===== config.mk =====
export PLATFORM = sky130hd
export DESIGN_NAME = second_greater_element_finder_core_flat
export DESIGN_NICKNAME = d
export VERILOG_FILES = /design/src/rtl/core/sgef_pkg.sv /design/src/rtl/core/sgef_stream_if.sv /design/src/rtl/core/sgef_ram.sv /design/src/rtl/core/sgef_datapath.sv /design/src/rtl/core/sgef_ctrl.sv /design/src/rtl/core/second_greater_element_finder_core.sv /design/src/flat_wrapper.sv
export VERILOG_INCLUDE_DIRS = /design/src /design/src/rtl/core
export SDC_FILE = /design/constraint.sdc
export NUM_CORES = 2
export LEC_CHECK = 0
export BUFFER_PORTS_ARGS = -buffer_cell sky130_fd_sc_hd__clkbuf_2
export CORE_MARGIN = 10
export CORE_UTILIZATION = 35
export CTS_CLUSTER_SIZE = 8
export DETAILED_ROUTE_END_ITERATION = 6
export PLACE_DENSITY = 0.55
export SETUP_SLACK_MARGIN = 0.15
export SKIP_LAST_GASP = 1
export SLEW_MARGIN = 20
export SYNTH_ARGS = -nofsm -noshare
export SYNTH_HDL_FRONTEND = slang
export SYNTH_HIERARCHICAL = 1
export SYNTH_SLANG_ARGS = --single-unit

===== constraint.sdc =====
create_clock -name clk -period 10.37 [get_ports clk]
set_input_delay 0.5185 -clock clk [delete_from_list [all_inputs] [get_ports clk]]
set_output_delay 0.5185 -clock clk [all_outputs]
set_load 0.01 [all_outputs]

===== src/rtl/core/second_greater_element_finder_core_assert.svh =====
// Assertion macros for the second greater element finder core
`ifndef SECOND_GREATER_ELEMENT_FINDER_CORE_ASSERT_SVH
`define SECOND_GREATER_ELEMENT_FINDER_CORE_ASSERT_SVH
// Immediate consequence check
`define SGE_ASSERT_IMP(label, clk, rst, a, b) \
  label: assert property (@(posedge clk) disable iff (rst) (a) |-> (b)) \
    else $error("assertion failed");
// Next-cycle consequence check
`define SGE_ASSERT_NXT(label, clk, rst, a, b) \
  label: assert property (@(posedge clk) disable iff (rst) (a) |=> (b)) \
    else $error("assertion failed");
`endif


===== src/rtl/core/sgef_pkg.sv =====
// Package with constants, types and state codes of the second greater element finder
`default_nettype none
package sgef_pkg;
  localparam int MAX_LEN = 32;
  localparam int VALUE_BITS = 32;
  localparam int IDX_BITS = (MAX_LEN > 1) ? $clog2(MAX_LEN) : 1;
  localparam int PTR_BITS = $clog2(MAX_LEN + 1);
  localparam int POS_BITS = 6;
  localparam int SAMPLE_BITS = 32;

  typedef enum logic [3:0] {
    ST_IDLE, ST_S2_RD, ST_S2_WT, ST_S2_CMP, ST_EMIT_RES, ST_EMIT_HOLD,
    ST_S1_RD, ST_S1_WT, ST_S1_CMP, ST_PUSH, ST_MV_CHK, ST_MOVE,
    ST_FLUSH, ST_EMIT_FL, ST_OVF
  } state_t;

  typedef struct packed {
    logic load;
    logic rd_s2;
    logic rd_s1;
    logic pop_s2;
    logic pop_s1;
    logic push_new;
    logic move_one;
    logic flush_s2;
    logic flush_s1;
    logic out_load;
    logic out_found;
    logic out_ovf_only;
    logic out_last;
    logic clear_count;
  } cmd_t;

  typedef struct packed {
    logic last;
    logic ovf;
    logic s2_empty;
    logic s1_empty;
    logic s2_one;
    logic s1_one;
    logic m_empty;
    logic greater;
    logic out_busy;
    logic hold_v;
  } status_t;
endpackage
`default_nettype wire


===== src/rtl/core/sgef_stream_if.sv =====
// Valid/ready channel interfaces for input and result transactions
`default_nettype none
interface sgef_in_if;
  logic valid;
  logic ready;
  logic signed [31:0] sample;
  logic seq_end;
  modport source (output valid, sample, seq_end, input ready);
  modport sink (input valid, sample, seq_end, output ready);
endinterface

interface sgef_out_if;
  logic valid;
  logic ready;
  logic [5:0] position;
  logic signed [31:0] answer;
  logic found;
  logic run_end;
  logic seq_done;
  logic overflow;
  modport source (output valid, position, answer, found, run_end, seq_done, overflow,
    input ready);
  modport sink (input valid, position, answer, found, run_end, seq_done, overflow,
    output ready);
endinterface
`default_nettype wire


===== src/rtl/core/sgef_ram.sv =====
// Generic single-port-write RAM with registered read
`default_nettype none
module sgef_ram #(
  parameter int WIDTH = 8,
  parameter int DEPTH = 32
) (
  input  wire logic                     clk,
  input  wire logic                     we,
  input  wire logic [$clog2(DEPTH)-1:0] waddr,
  input  wire logic [WIDTH-1:0]         wdata,
  input  wire logic [$clog2(DEPTH)-1:0] raddr,
  output logic      [WIDTH-1:0]         rdata
);
  logic [WIDTH-1:0] mem [DEPTH];
  always_ff @(posedge clk) begin
    if (we) mem[waddr] <= wdata;
    rdata <= mem[raddr];
  end
endmodule
`default_nettype wire


===== src/rtl/core/sgef_datapath.sv =====
// Datapath: value store, two wait stacks, move buffer and output register
`default_nettype none
module sgef_datapath
  import sgef_pkg::*;
(
  input  wire logic    clk,
  input  wire logic    rst,
  input  wire cmd_t    cmd,
  output status_t      sts,
  sgef_in_if.sink      in_ch,
  sgef_out_if.source   out_ch
);
  logic [VALUE_BITS-1:0] cur;
  logic                  last;
  logic [PTR_BITS-1:0]   p1, p2, pm, cnt;
  logic                  ovf;
  logic [IDX_BITS-1:0]   s1_rd, s2_rd, m_rd, s1_wa, s2_wa;
  logic [IDX_BITS-1:0]   s1_wd, s2_wd, v_ra;
  logic                  s1_we, s2_we, m_we;
  logic [VALUE_BITS-1:0] v_rd;
  logic                  sel1;
  logic                  ov_busy;
  logic [IDX_BITS-1:0]   hold_pos;
  logic                  hold_v;

  sgef_ram #(.WIDTH(VALUE_BITS), .DEPTH(MAX_LEN)) u_val (
    .clk, .we(cmd.push_new), .waddr(cnt[IDX_BITS-1:0]), .wdata(cur),
    .raddr(v_ra), .rdata(v_rd));
  sgef_ram #(.WIDTH(IDX_BITS), .DEPTH(MAX_LEN)) u_s1 (
    .clk, .we(s1_we), .waddr(s1_wa), .wdata(s1_wd),
    .raddr(s1_wa - IDX_BITS'(1)), .rdata(s1_rd));
  sgef_ram #(.WIDTH(IDX_BITS), .DEPTH(MAX_LEN)) u_s2 (
    .clk, .we(s2_we), .waddr(s2_wa), .wdata(s2_wd),
    .raddr(s2_wa - IDX_BITS'(1)), .rdata(s2_rd));
  sgef_ram #(.WIDTH(IDX_BITS), .DEPTH(MAX_LEN)) u_m (
    .clk, .we(m_we), .waddr(pm[IDX_BITS-1:0]), .wdata(s1_rd),
    .raddr(pm[IDX_BITS-1:0] - IDX_BITS'(1)), .rdata(m_rd));

  assign s1_wa = p1[IDX_BITS-1:0];
  assign s2_wa = p2[IDX_BITS-1:0];
  assign s1_we = cmd.push_new && (p1 < PTR_BITS'(MAX_LEN));
  assign s1_wd = cnt[IDX_BITS-1:0];
  assign s2_we = cmd.move_one && (p2 < PTR_BITS'(MAX_LEN));
  assign s2_wd = m_rd;
  assign m_we  = cmd.pop_s1;
  assign v_ra  = sel1 ? s1_rd : s2_rd;
  assign sts.greater = ($signed(cur) > $signed(v_rd));
  assign sts.last = last;
  assign sts.ovf = ovf;
  assign sts.s1_empty = (p1 == '0);
  assign sts.s2_empty = (p2 == '0);
  assign sts.s1_one = (p1 == PTR_BITS'(1));
  assign sts.s2_one = (p2 == PTR_BITS'(1));
  assign sts.m_empty = (pm == '0);
  assign sts.out_busy = ov_busy;
  assign sts.hold_v = hold_v;
  assign in_ch.ready = cmd.load;

  always_ff @(posedge clk) begin
    if (cmd.load) begin
      cur <= VALUE_BITS'(in_ch.sample);
      last <= in_ch.seq_end;
    end
    if (cmd.rd_s1) sel1 <= 1'b1;
    if (cmd.rd_s2) sel1 <= 1'b0;
    if (cmd.pop_s2) hold_pos <= s2_rd;
  end

  always_ff @(posedge clk) begin
    if (rst) begin
      hold_v <= 1'b0;
    end else if (cmd.pop_s2) begin
      hold_v <= 1'b1;
    end else if (cmd.out_load && cmd.out_found) begin
      hold_v <= 1'b0;
    end
  end

  always_ff @(posedge clk) begin
    if (rst) begin
      p1 <= '0; p2 <= '0; pm <= '0; cnt <= '0; ovf <= 1'b0;
    end else begin
      if (cmd.load) ovf <= (cnt >= PTR_BITS'(MAX_LEN));
      if (cmd.pop_s2 || cmd.flush_s2) p2 <= p2 - PTR_BITS'(1);
      if (cmd.pop_s1 || cmd.flush_s1) p1 <= p1 - PTR_BITS'(1);
      if (cmd.pop_s1) pm <= pm + PTR_BITS'(1);
      if (cmd.push_new) begin
        cnt <= cnt + PTR_BITS'(1);
        if (s1_we) p1 <= p1 + PTR_BITS'(1);
      end
      if (cmd.move_one) begin
        pm <= pm - PTR_BITS'(1);
        if (s2_we) p2 <= p2 + PTR_BITS'(1);
      end
      if (cmd.clear_count) cnt <= '0;
    end
  end

  always_ff @(posedge clk) begin
    if (rst) begin
      ov_busy <= 1'b0;
    end else if (cmd.out_load) begin
      ov_busy <= 1'b1;
    end else if (out_ch.ready) begin
      ov_busy <= 1'b0;
    end
  end

  always_ff @(posedge clk) begin
    if (cmd.out_load) begin
      out_ch.position <= cmd.out_ovf_only ? '0 :
        POS_BITS'(cmd.out_found ? hold_pos : (sel1 ? s1_rd : s2_rd));
      out_ch.answer <= cmd.out_ovf_only ? '0 : (cmd.out_found ?
        SAMPLE_BITS'($signed(cur)) : '1);
      out_ch.found <= cmd.out_found;
      out_ch.run_end <= cmd.out_last;
      out_ch.seq_done <= cmd.out_last && last;
      out_ch.overflow <= cmd.out_ovf_only || (ovf && !cmd.out_found);
    end
  end
  assign out_ch.valid = ov_busy;
endmodule
`default_nettype wire


===== src/rtl/core/sgef_ctrl.sv =====
// Controller state machine sequencing stack pops, moves, pushes and flushes
`default_nettype none
`include "second_greater_element_finder_core_assert.svh"
module sgef_ctrl
  import sgef_pkg::*;
(
  input  wire logic    clk,
  input  wire logic    rst,
  input  wire logic    in_valid,
  input  wire status_t sts,
  output cmd_t         cmd
);
  state_t state, state_next;
  logic   last_out;

  always_ff @(posedge clk) begin
    if (rst) state <= ST_IDLE;
    else state <= state_next;
  end

  // last result of flush: exactly one entry left across both stacks
  always_comb begin
    last_out = (sts.s2_empty && sts.s1_one) || (sts.s1_empty && sts.s2_one);
  end

  always_comb begin
    state_next = state;
    unique case (state)
      ST_IDLE:      if (in_valid) state_next = ST_S2_RD;
      ST_S2_RD:     begin
        if (sts.ovf) state_next = sts.last ? ST_FLUSH : ST_OVF;
        else if (sts.s2_empty) state_next = sts.hold_v ? ST_EMIT_HOLD : ST_S1_RD;
        else state_next = ST_S2_WT;
      end
      ST_S2_WT:     state_next = ST_S2_CMP;
      ST_S2_CMP:    begin
        if (sts.greater) state_next = ST_EMIT_RES;
        else state_next = sts.hold_v ? ST_EMIT_HOLD : ST_S1_RD;
      end
      ST_EMIT_RES:  if (!sts.hold_v || !sts.out_busy) state_next = ST_S2_RD;
      ST_EMIT_HOLD: if (!sts.out_busy) state_next = ST_S1_RD;
      ST_S1_RD:     state_next = sts.s1_empty ? ST_PUSH : ST_S1_WT;
      ST_S1_WT:     state_next = ST_S1_CMP;
      ST_S1_CMP:    state_next = sts.greater ? ST_S1_RD : ST_PUSH;
      ST_PUSH:      state_next = ST_MV_CHK;
      ST_MV_CHK:    state_next = sts.m_empty ? (sts.last ? ST_FLUSH : ST_IDLE) : ST_MOVE;
      ST_MOVE:      state_next = ST_MV_CHK;
      ST_FLUSH:     state_next = (sts.s2_empty && sts.s1_empty) ? ST_IDLE : ST_EMIT_FL;
      ST_EMIT_FL:   if (!sts.out_busy) state_next = ST_FLUSH;
      ST_OVF:       if (!sts.out_busy) state_next = ST_IDLE;
      default:      state_next = ST_IDLE;
    endcase
  end

  always_comb begin
    cmd = '0;
    unique case (state)
      ST_IDLE:      cmd.load = in_valid;
      ST_S2_RD:     cmd.rd_s2 = 1'b1;
      ST_S2_WT:     cmd.rd_s2 = 1'b1;
      ST_S2_CMP:    cmd.rd_s2 = 1'b1;
      ST_EMIT_RES:  begin
        if (!sts.hold_v) begin
          cmd.pop_s2 = 1'b1;
        end else if (!sts.out_busy) begin
          cmd.out_load = 1'b1; cmd.out_found = 1'b1; cmd.pop_s2 = 1'b1;
        end
      end
      ST_EMIT_HOLD: if (!sts.out_busy) begin
        cmd.out_load = 1'b1; cmd.out_found = 1'b1; cmd.out_last = !sts.last;
      end
      ST_S1_RD:     cmd.rd_s1 = 1'b1;
      ST_S1_WT:     cmd.rd_s1 = 1'b1;
      ST_S1_CMP:    begin
        cmd.rd_s1 = 1'b1;
        cmd.pop_s1 = sts.greater;
      end
      ST_PUSH:      cmd.push_new = 1'b1;
      ST_MV_CHK:    cmd = '0;
      ST_MOVE:      cmd.move_one = 1'b1;
      ST_FLUSH:     begin
        cmd.rd_s2 = !sts.s2_empty;
        cmd.rd_s1 = sts.s2_empty;
        cmd.clear_count = sts.s2_empty && sts.s1_empty;
      end
      ST_EMIT_FL:   if (!sts.out_busy) begin
        cmd.out_load = 1'b1;
        cmd.flush_s2 = !sts.s2_empty;
        cmd.flush_s1 = sts.s2_empty;
        cmd.out_last = last_out;
      end
      ST_OVF:       if (!sts.out_busy) begin
        cmd.out_load = 1'b1; cmd.out_ovf_only = 1'b1; cmd.out_last = 1'b1;
      end
      default:      cmd = '0;
    endcase
  end

  `SGE_ASSERT_IMP(a_no_pop_empty, clk, rst, cmd.pop_s2 || cmd.flush_s2, !sts.s2_empty)
  `SGE_ASSERT_IMP(a_no_pop_s1_empty, clk, rst, cmd.pop_s1 || cmd.flush_s1, !sts.s1_empty)
  `SGE_ASSERT_NXT(a_out_busy, clk, rst, cmd.out_load, sts.out_busy)
endmodule
`default_nettype wire


===== src/rtl/core/second_greater_element_finder_core.sv =====
// Top level of the second greater element finder core
// Usage:
//   in_ch carries one sample per transaction with seq_end on the final one.
//   out_ch carries result transactions (position, answer, found, run_end,
//   seq_done, overflow); run_end marks the last result of an input item.
//   An item goes through accept, push and move check, plus a read per
//   stack whose scan reaches the bottom, a read, wait and compare per
//   entry compared, a pop per resolved entry, a send of the last resolved
//   result and a move and check per moved entry; the waits come from the
//   registered RAM reads. A dropped item without seq_end is taken and
//   reported. The flush sends each entry after a check, then checks again.
//   A new sample is taken once the controller is idle, even while a result
//   still waits in the output register.
//   Results sit in one output register; while the receiver stalls the
//   controller holds in the state that has the next result ready.
//   Reset empties both stacks and clears the item count; the stores are
//   not cleared and hold no meaning until written.
//   Items past capacity are dropped and reported with overflow set.
`default_nettype none
module second_greater_element_finder_core
  import sgef_pkg::*;
(
  input wire logic   clk,
  input wire logic   rst,
  sgef_in_if.sink    in_ch,
  sgef_out_if.source out_ch
);
  cmd_t    cmd;
  status_t sts;

  sgef_ctrl u_ctrl (.clk, .rst, .in_valid(in_ch.valid), .sts, .cmd);
  sgef_datapath u_dp (.clk, .rst, .cmd, .sts, .in_ch, .out_ch);
endmodule
`default_nettype wire


===== src/flat_wrapper.sv =====
// flat-port wrapper written by rule: the top's interface ports become plain ports
module second_greater_element_finder_core_flat import sgef_pkg::*;
  (clk, rst, in_ch_valid, in_ch_sample, in_ch_seq_end, in_ch_ready, out_ch_valid, out_ch_position, out_ch_answer, out_ch_found, out_ch_run_end, out_ch_seq_done, out_ch_overflow, out_ch_ready);
  sgef_in_if in_ch_i ();
  sgef_out_if out_ch_i ();
  input wire logic clk;
  input wire logic rst;
  input wire logic [$bits(in_ch_i.valid)-1:0] in_ch_valid;
  input wire logic [$bits(in_ch_i.sample)-1:0] in_ch_sample;
  input wire logic [$bits(in_ch_i.seq_end)-1:0] in_ch_seq_end;
  output wire logic [$bits(in_ch_i.ready)-1:0] in_ch_ready;
  output wire logic [$bits(out_ch_i.valid)-1:0] out_ch_valid;
  output wire logic [$bits(out_ch_i.position)-1:0] out_ch_position;
  output wire logic [$bits(out_ch_i.answer)-1:0] out_ch_answer;
  output wire logic [$bits(out_ch_i.found)-1:0] out_ch_found;
  output wire logic [$bits(out_ch_i.run_end)-1:0] out_ch_run_end;
  output wire logic [$bits(out_ch_i.seq_done)-1:0] out_ch_seq_done;
  output wire logic [$bits(out_ch_i.overflow)-1:0] out_ch_overflow;
  input wire logic [$bits(out_ch_i.ready)-1:0] out_ch_ready;
  assign in_ch_i.valid = in_ch_valid;
  assign in_ch_i.sample = in_ch_sample;
  assign in_ch_i.seq_end = in_ch_seq_end;
  assign in_ch_ready = in_ch_i.ready;
  assign out_ch_valid = out_ch_i.valid;
  assign out_ch_position = out_ch_i.position;
  assign out_ch_answer = out_ch_i.answer;
  assign out_ch_found = out_ch_i.found;
  assign out_ch_run_end = out_ch_i.run_end;
  assign out_ch_seq_done = out_ch_i.seq_done;
  assign out_ch_overflow = out_ch_i.overflow;
  assign out_ch_i.ready = out_ch_ready;
  second_greater_element_finder_core u_core (.clk(clk), .rst(rst), .in_ch(in_ch_i), .out_ch(out_ch_i));
endmodule

# Yosys cells after proc, flatten, opt, wreduce, memory -nomap -nowiden
# Memories as Yosys holds them, arrays and structs flattened. A register that Yosys moved wholly into a read port is not among the register bits.
# Index checks and enable logic that the tools add are counted.
[op_classes]
n_addsub = 10
reduce_logical = 31
n_eq_ne = 21
mux = 60
n_lt_le_gt_ge = 4
div_mod_pow = 0
shifts = 0
bitwise_logic = 0
multipliers = 0
[op_table]
columns = ["op", "count"]
rows = [
  ["one-hot mux 4 bit (14 select lines)", 1],
  ["two-way mux 6 bit", 8],
  ["two-way mux 4 bit", 11],
  ["greater-than comparator 32 bit", 1],
  ["two-way mux 32 bit", 1],
  ["equality test 4 bit, second input constant", 7],
  ["adder 6 x 1 -> 6 bit, second input constant", 4],
  ["two-way mux 1 bit", 23],
  ["logical NOT 6 bit", 3],
  ["subtractor 6 x 1 -> 6 bit, second input constant", 3],
  ["equality test 4 x 3 -> 1 bit, second input constant", 4],
  ["two-way mux 5 bit", 3],
  ["subtractor 5 x 1 -> 5 bit, second input constant", 3],
  ["equality test 6 x 1 -> 1 bit, second input constant", 2],
  ["less-than comparator 6 bit, second input constant", 2],
  ["two-way mux 2 bit", 6],
  ["inequality test 2 bit, second input constant", 5],
  ["equality test 4 x 2 -> 1 bit, second input constant", 2],
  ["logical AND 1 bit", 8],
  ["greater-or-equal comparator 6 bit, second input constant", 1],
  ["two-way mux 3 bit", 2],
  ["one-hot mux 1 bit (2 select lines)", 3],
  ["nonzero test 2 bit", 3],
  ["OR reduction 2 bit", 3],
  ["other kinds (8)", 17],
]
[totals]
mem_bits_ro = 0
output_inout_bits = 44
wordCells = 149
reg_bits = 112
input_bits = 37
latchBits = 0
n_memories = 4
ram_bits = 1504
[mem_list]
columns = ["memory", "words", "width", "read_ports", "rd_ports_with_merged_regs", "write_ports", "line_no", "rtl"]
rows = [
  ["u_core.u_dp.u_val.mem", 32, 32, 1, 1, 1, "sgef_ram.sv:14", "logic [WIDTH-1:0] mem [DEPTH];"],
  ["u_core.u_dp.u_m.mem", 32, 5, 1, 1, 1, "sgef_ram.sv:14", ""],
  ["u_core.u_dp.u_s1.mem", 32, 5, 1, 1, 1, "sgef_ram.sv:14", ""],
  ["u_core.u_dp.u_s2.mem", 32, 5, 1, 1, 1, "sgef_ram.sv:14", ""],
]

# Longest topological paths before layout
[logic_depth]
depth_word = 8
ltp_mapped = 15
depth_no_buf = 15

# Modules after synthesis
# The synthesis kept the hierarchy.
[modules_own_cells]
columns = ["mod", "cells_each", "instances", "area_per_inst_um2", "seq_area_each_um2"]
rows = [
  ["sgef_ram (u_core.u_dp.u_val)", 2260, 1, 40485.1, 31390.1],
  ["sgef_ram (u_core.u_dp.u_m ...)", 277, 3, 6344.8, 4904.7],
  ["sgef_datapath", 497, 1, 5434.0, 2932.8],
  ["sgef_ctrl", 101, 1, 676.9, 80.1],
]

# Least setup slack after synthesis
# Ideal clock, no wire load.
[synth_timing]
path_type = "reg-to-reg"
start = "reg u_core.u_dp.ov_busy (netlist: u_core/u_dp/out_ch.valid)"
end = "reg u_core.u_dp.hold_v"
path_stages_with_launch = 9
setup_time_ns = 0.127
path_buffers = 2
setup_slack_ns = 5.893
t_arrival_ns = 4.350
required_time_ns = 10.243
period_less_slack_ns = 4.477
cell_sequence = "dfxtp_1 -> buf_4 -> clkbuf_1 -> inv_2 -> nand2_1 -> a221oi_1 -> nand2_1 -> a21oi_1 -> nor2_1"
[synth_lines]
columns = ["element", "line_no", "rtl"]
rows = [
  ["start, declared", "sgef_datapath.sv:22", "logic ov_busy;"],
  ["start signal, assigned", "sgef_datapath.sv:101", "ov_busy <= 1'b0;"],
  ["start signal, assigned", "sgef_datapath.sv:103", "ov_busy <= 1'b1;"],
  ["start signal, assigned", "sgef_datapath.sv:105", "ov_busy <= 1'b0;"],
  ["end signal, assigned", "sgef_datapath.sv:71", "hold_v <= 1'b0;"],
  ["end signal, assigned", "sgef_datapath.sv:73", "hold_v <= 1'b1;"],
  ["end signal, assigned", "sgef_datapath.sv:75", "hold_v <= 1'b0;"],
  ["end, declared", "sgef_datapath.sv:24", "logic hold_v;"],
]

==> results.txt <==
Final nets - 4,017
WL met3 - 8.26 mm
WL per Instance - 25.6 um
Status - finished, final reports clean
Layout area overhead - 15.9%
Maximum clock path buffer count - 3
Die H - 453 um
Final Worst Setup Slack - 5.29 ns
Fillcell total - 16,500
Initial antenna violation count - 9
Area leader, netlist - edfxtp_1
GR Util All Layers - 16.1%
Yosys reg bits - 1,662
Pwr Density - 270 nW/um2
RSZ-0062 raised after global routing - false
Reg clk slew, reported paths - 0.05 ns
Rel. slew slack - 26.5%
MaxCap Viol Count - 0
Worst Path Max Fanout - 34
Hold Crit Start - in_ch_valid
Synthesized cell area - 65,600 um2
Most common cell after layout, fill and taps aside - edfxtp_1
First-pass GRT wire length - 244 mm
Final WL - 168 mm
Mean Syn Cell Area - 17.8 um2
Hold_ws - 0.266 ns
Worst EP required - 10.86 ns
Drt first pass iters - 5
Vias - 34,300
Hold endpoint - u_core/u_ctrl/state[0]$_SDFFE_PP0P_
Synth top area share - 72.4%
R2R Setup Slk - 5.29 ns
Vias in the first global route - 34,600
Compound-gate portion of the synthesized area - 4.18%
Worst EP arrival - 5.57 ns
Htree depth - 4
Worst VDD drop - 262 uV
Hold depth - 5
CTS root buffer - clkbuf_16
CTS buffer count - 226
Sequential share of the synthesized area - 74.8%
Type of origin of the critical path - flip-flop
Num Clock Sinks - 1,662
# IOs - 81
DRT iter0 DRCs - 3,106
Antenna cells - 0
Mapped Cells - 3,689
Highest routing layer actually used - met4
Slew Limit Fails - 0
Largest net degree at the start of global routing - 117
Residual DRC count - 0
Synth Area in Simple Gates - 4.22%
Total chip power - 0.0205 W
Die width - 453 um
HP Class - primary input to flip-flop
Detail Route met2 WL - 82.2 mm
CTS tree - done
Most frequent cells in the layout - 1,583 x edfxtp_1, 516 x mux2i_1, 228 x clkbuf_16
Lkg Pwr - 25.7 nW
Syn nets - 3,775
Setup TNS - 0 ns
Layout cells sized above 1 - 16.5%
Total grt overflow - 0
Initial Util - 35.3%
Worst-Margin Slew - 1.10 ns
Final Setup Violations - 0
# rows - 158
Final Hold Fails - 0
Fmax - 197 MHz
Top FF cell, synth - edfxtp_1
Final clock period utilization by the worst path - 49.0%
R2R Path End - u_core/u_dp/u_m/mem[13][2]$_DFFE_PP_
Crit Path Category - flip-flop to flip-flop
Mux contribution to synthesized area - 13.4%
Synthesis Warnings - 6
Placer congestion estimate - 0.765
Largest family of logic cells by synthesized area - multiplexers
Min Tclk post-route - 5.08 ns
Metal-1 WL - 72.0 mm
Endpoint class of the critical path - flip-flop
Post-Synth XOR/XNOR Area - 0.320%
Vias/cell - 5.22
Die area - 205,000 um2
Core Box Area - 186,000 um2
Yosys cell types - 74
Skew-Pair Late Insertion Delay - 0.84 ns
Worst R2R Start - u_core/u_dp/cur[9]$_DFFE_PP_
Worst Skew - 0.0316 ns
Port bufs - 79
Synth area leaders - edfxtp_1 72%, mux2i_1 7.9%, mux4_2 5.1%
Reg2reg path depth - 11
Final core occ - 40.9%
Ys async rst share - 0%
Adder-cell share of the synthesized area - 0.946%
Post-synth EDFFs - 1,583
Routed Antenna Nets - 0
Dpl hpwl - 88.3 mm
Dpl ws - 5.03 ns
## power breakdown
group,internal (W),switching (W),leakage (nW)
sequential,0.00792,0.000385,14.9
combinational,0.00210,0.00335,7.76
clock,0.00406,0.00271,3.09
total,0.0141,0.00644,25.7
## per-layer routing
metal	up-vias	GRT usage, %
met5	-	0
met4	0	6.09
met3	316	2.85
met2	1005	26.5
met1	17900	21.1
li1	15100	-
## worst max-delay path by stage
stage | from | end | slack, ns | depth (start not counted)
finish | u_core/u_dp/cur[9]$_DFFE_PP_ | u_core/u_dp/u_m/mem[13][2]$_DFFE_PP_ | 5.29 | 11
global route | u_core/u_dp/cur[9]$_DFFE_PP_ | u_core/u_dp/u_m/mem[22][1]$_DFFE_PP_ | 5.01 | 11
CTS | u_core/u_dp/cur[14]$_DFFE_PP_ | u_core/u_dp/u_m/mem[19][4]$_DFFE_PP_ | 4.99 | 11
detailed placement | u_core/u_dp/cur[14]$_DFFE_PP_ | u_core/u_dp/u_m/mem[19][0]$_DFFE_PP_ | 5.03 | 11
global placement | u_core/u_dp/cur[14]$_DFFE_PP_ | u_core/u_dp/u_m/mem[31][0]$_DFFE_PP_ | 5.05 | 11
floorplan | u_core/u_dp/out_ch.valid$_SDFFE_PP0P_ | u_core/u_dp/hold_v$_SDFFE_PP0P_ | 5.89 | 8
## Yosys cell counts, drive strengths merged, types with 3 or more instances
library cell and instances:
or3b 12, mux2i 516, and4 3, nor2b 5, buf 113, and3 8
or3 7, o211ai 5, a21o 10, edfxtp 1583, nand3 112, mux4 150
a22o 66, a22oi 99, nand3b 23, o21ai 9, xnor2 12, nand4 15
dfxtp 79, nor3 48, and2 6, ha 48, o41ai 4, clkbuf 81
mux2 20, inv 84, xor2 12, or2 5, a31oi 36, nor2 189
a2111oi 4, a221oi 5, a21oi 155, nand2b 10, nand2 129
## worst max-delay path: stages (launching register included)
cell and delay [ns]:
edfxtp_1 1.00, ha_1 0.38, a21o_1 0.18, nand3_1 0.11, a21oi_1 0.10, o41ai_1 0.70
o211ai_1 0.23, mux2i_1 0.56, and3_1 0.26, buf_4 0.19, nand3b_1 0.46, nor2_1 0.53
## area by class of cell
cell class / instances / area (um2) / area share, %
clock buffer: 377 / 6260 / 8.24
inverter: 84 / 315 / 0.415
sequential: 1662 / 49100 / 64.6
timing repair buffer: 208 / 1520 / 1.99
multi-input combinational: 1749 / 15500 / 20.4
tap: 2480 / 3100 / 4.08
clock inverter: 14 / 240 / 0.316
## per-stage QoR
| stage | instances | area (um2) |
|---|---|---|
| finish | 6574 | 76100 |
| floorplan | 3689 | 65600 |
| global route | 6574 | 76100 |
| global placement | 6145 | 69100 |
| detailed placement | 6145 | 69200 |
| CTS | 6570 | 76000 |
## repair_timing
| item | 4_1_cts | 5_1_grt |
|---|---|---|
| hold buffers | 34 | 0 |
| endpoints found under the setup margin | 0 | 0 |
| gates resized for setup | 0 | 0 |
| hold endpoints to repair | 34 | 0 |
| buffers inserted | 0 | 0 |
## cell families (layout without fill, tap and decap cells)
logic type,count (synthesis),count (layout)
muxes,686,686
buffers and inverters,278,683
other,1,1
adders and majority gates,49,49
and+or+nand+nor,581,581
DFF,1662,1662
AOI/OAI and AO/OA,408,408
xor gates and xnor gates,24,24
## flip-flops by register name, summed over array words and instances (netlist names), 4 cells and up
signal                       flops
u_core/u_dp/u_val/mem         1024
u_core/u_dp/u_m/mem            160
u_core/u_dp/u_s1/mem           160
u_core/u_dp/u_s2/mem           160
u_core/u_dp/cur                 32
u_core/u_dp/out_ch.answer       32
u_core/u_dp/u_val/rdata         32
u_core/u_dp/cnt                  6
u_core/u_dp/p1                   6
u_core/u_dp/p2                   6
u_core/u_dp/pm                   6
u_core/u_dp/hold_pos             5
u_core/u_dp/out_ch.position      5
u_core/u_dp/u_m/rdata            5
u_core/u_dp/u_s1/rdata           5
u_core/u_dp/u_s2/rdata           5
u_core/u_ctrl/state              4
(Power assumes the default switching activity.)
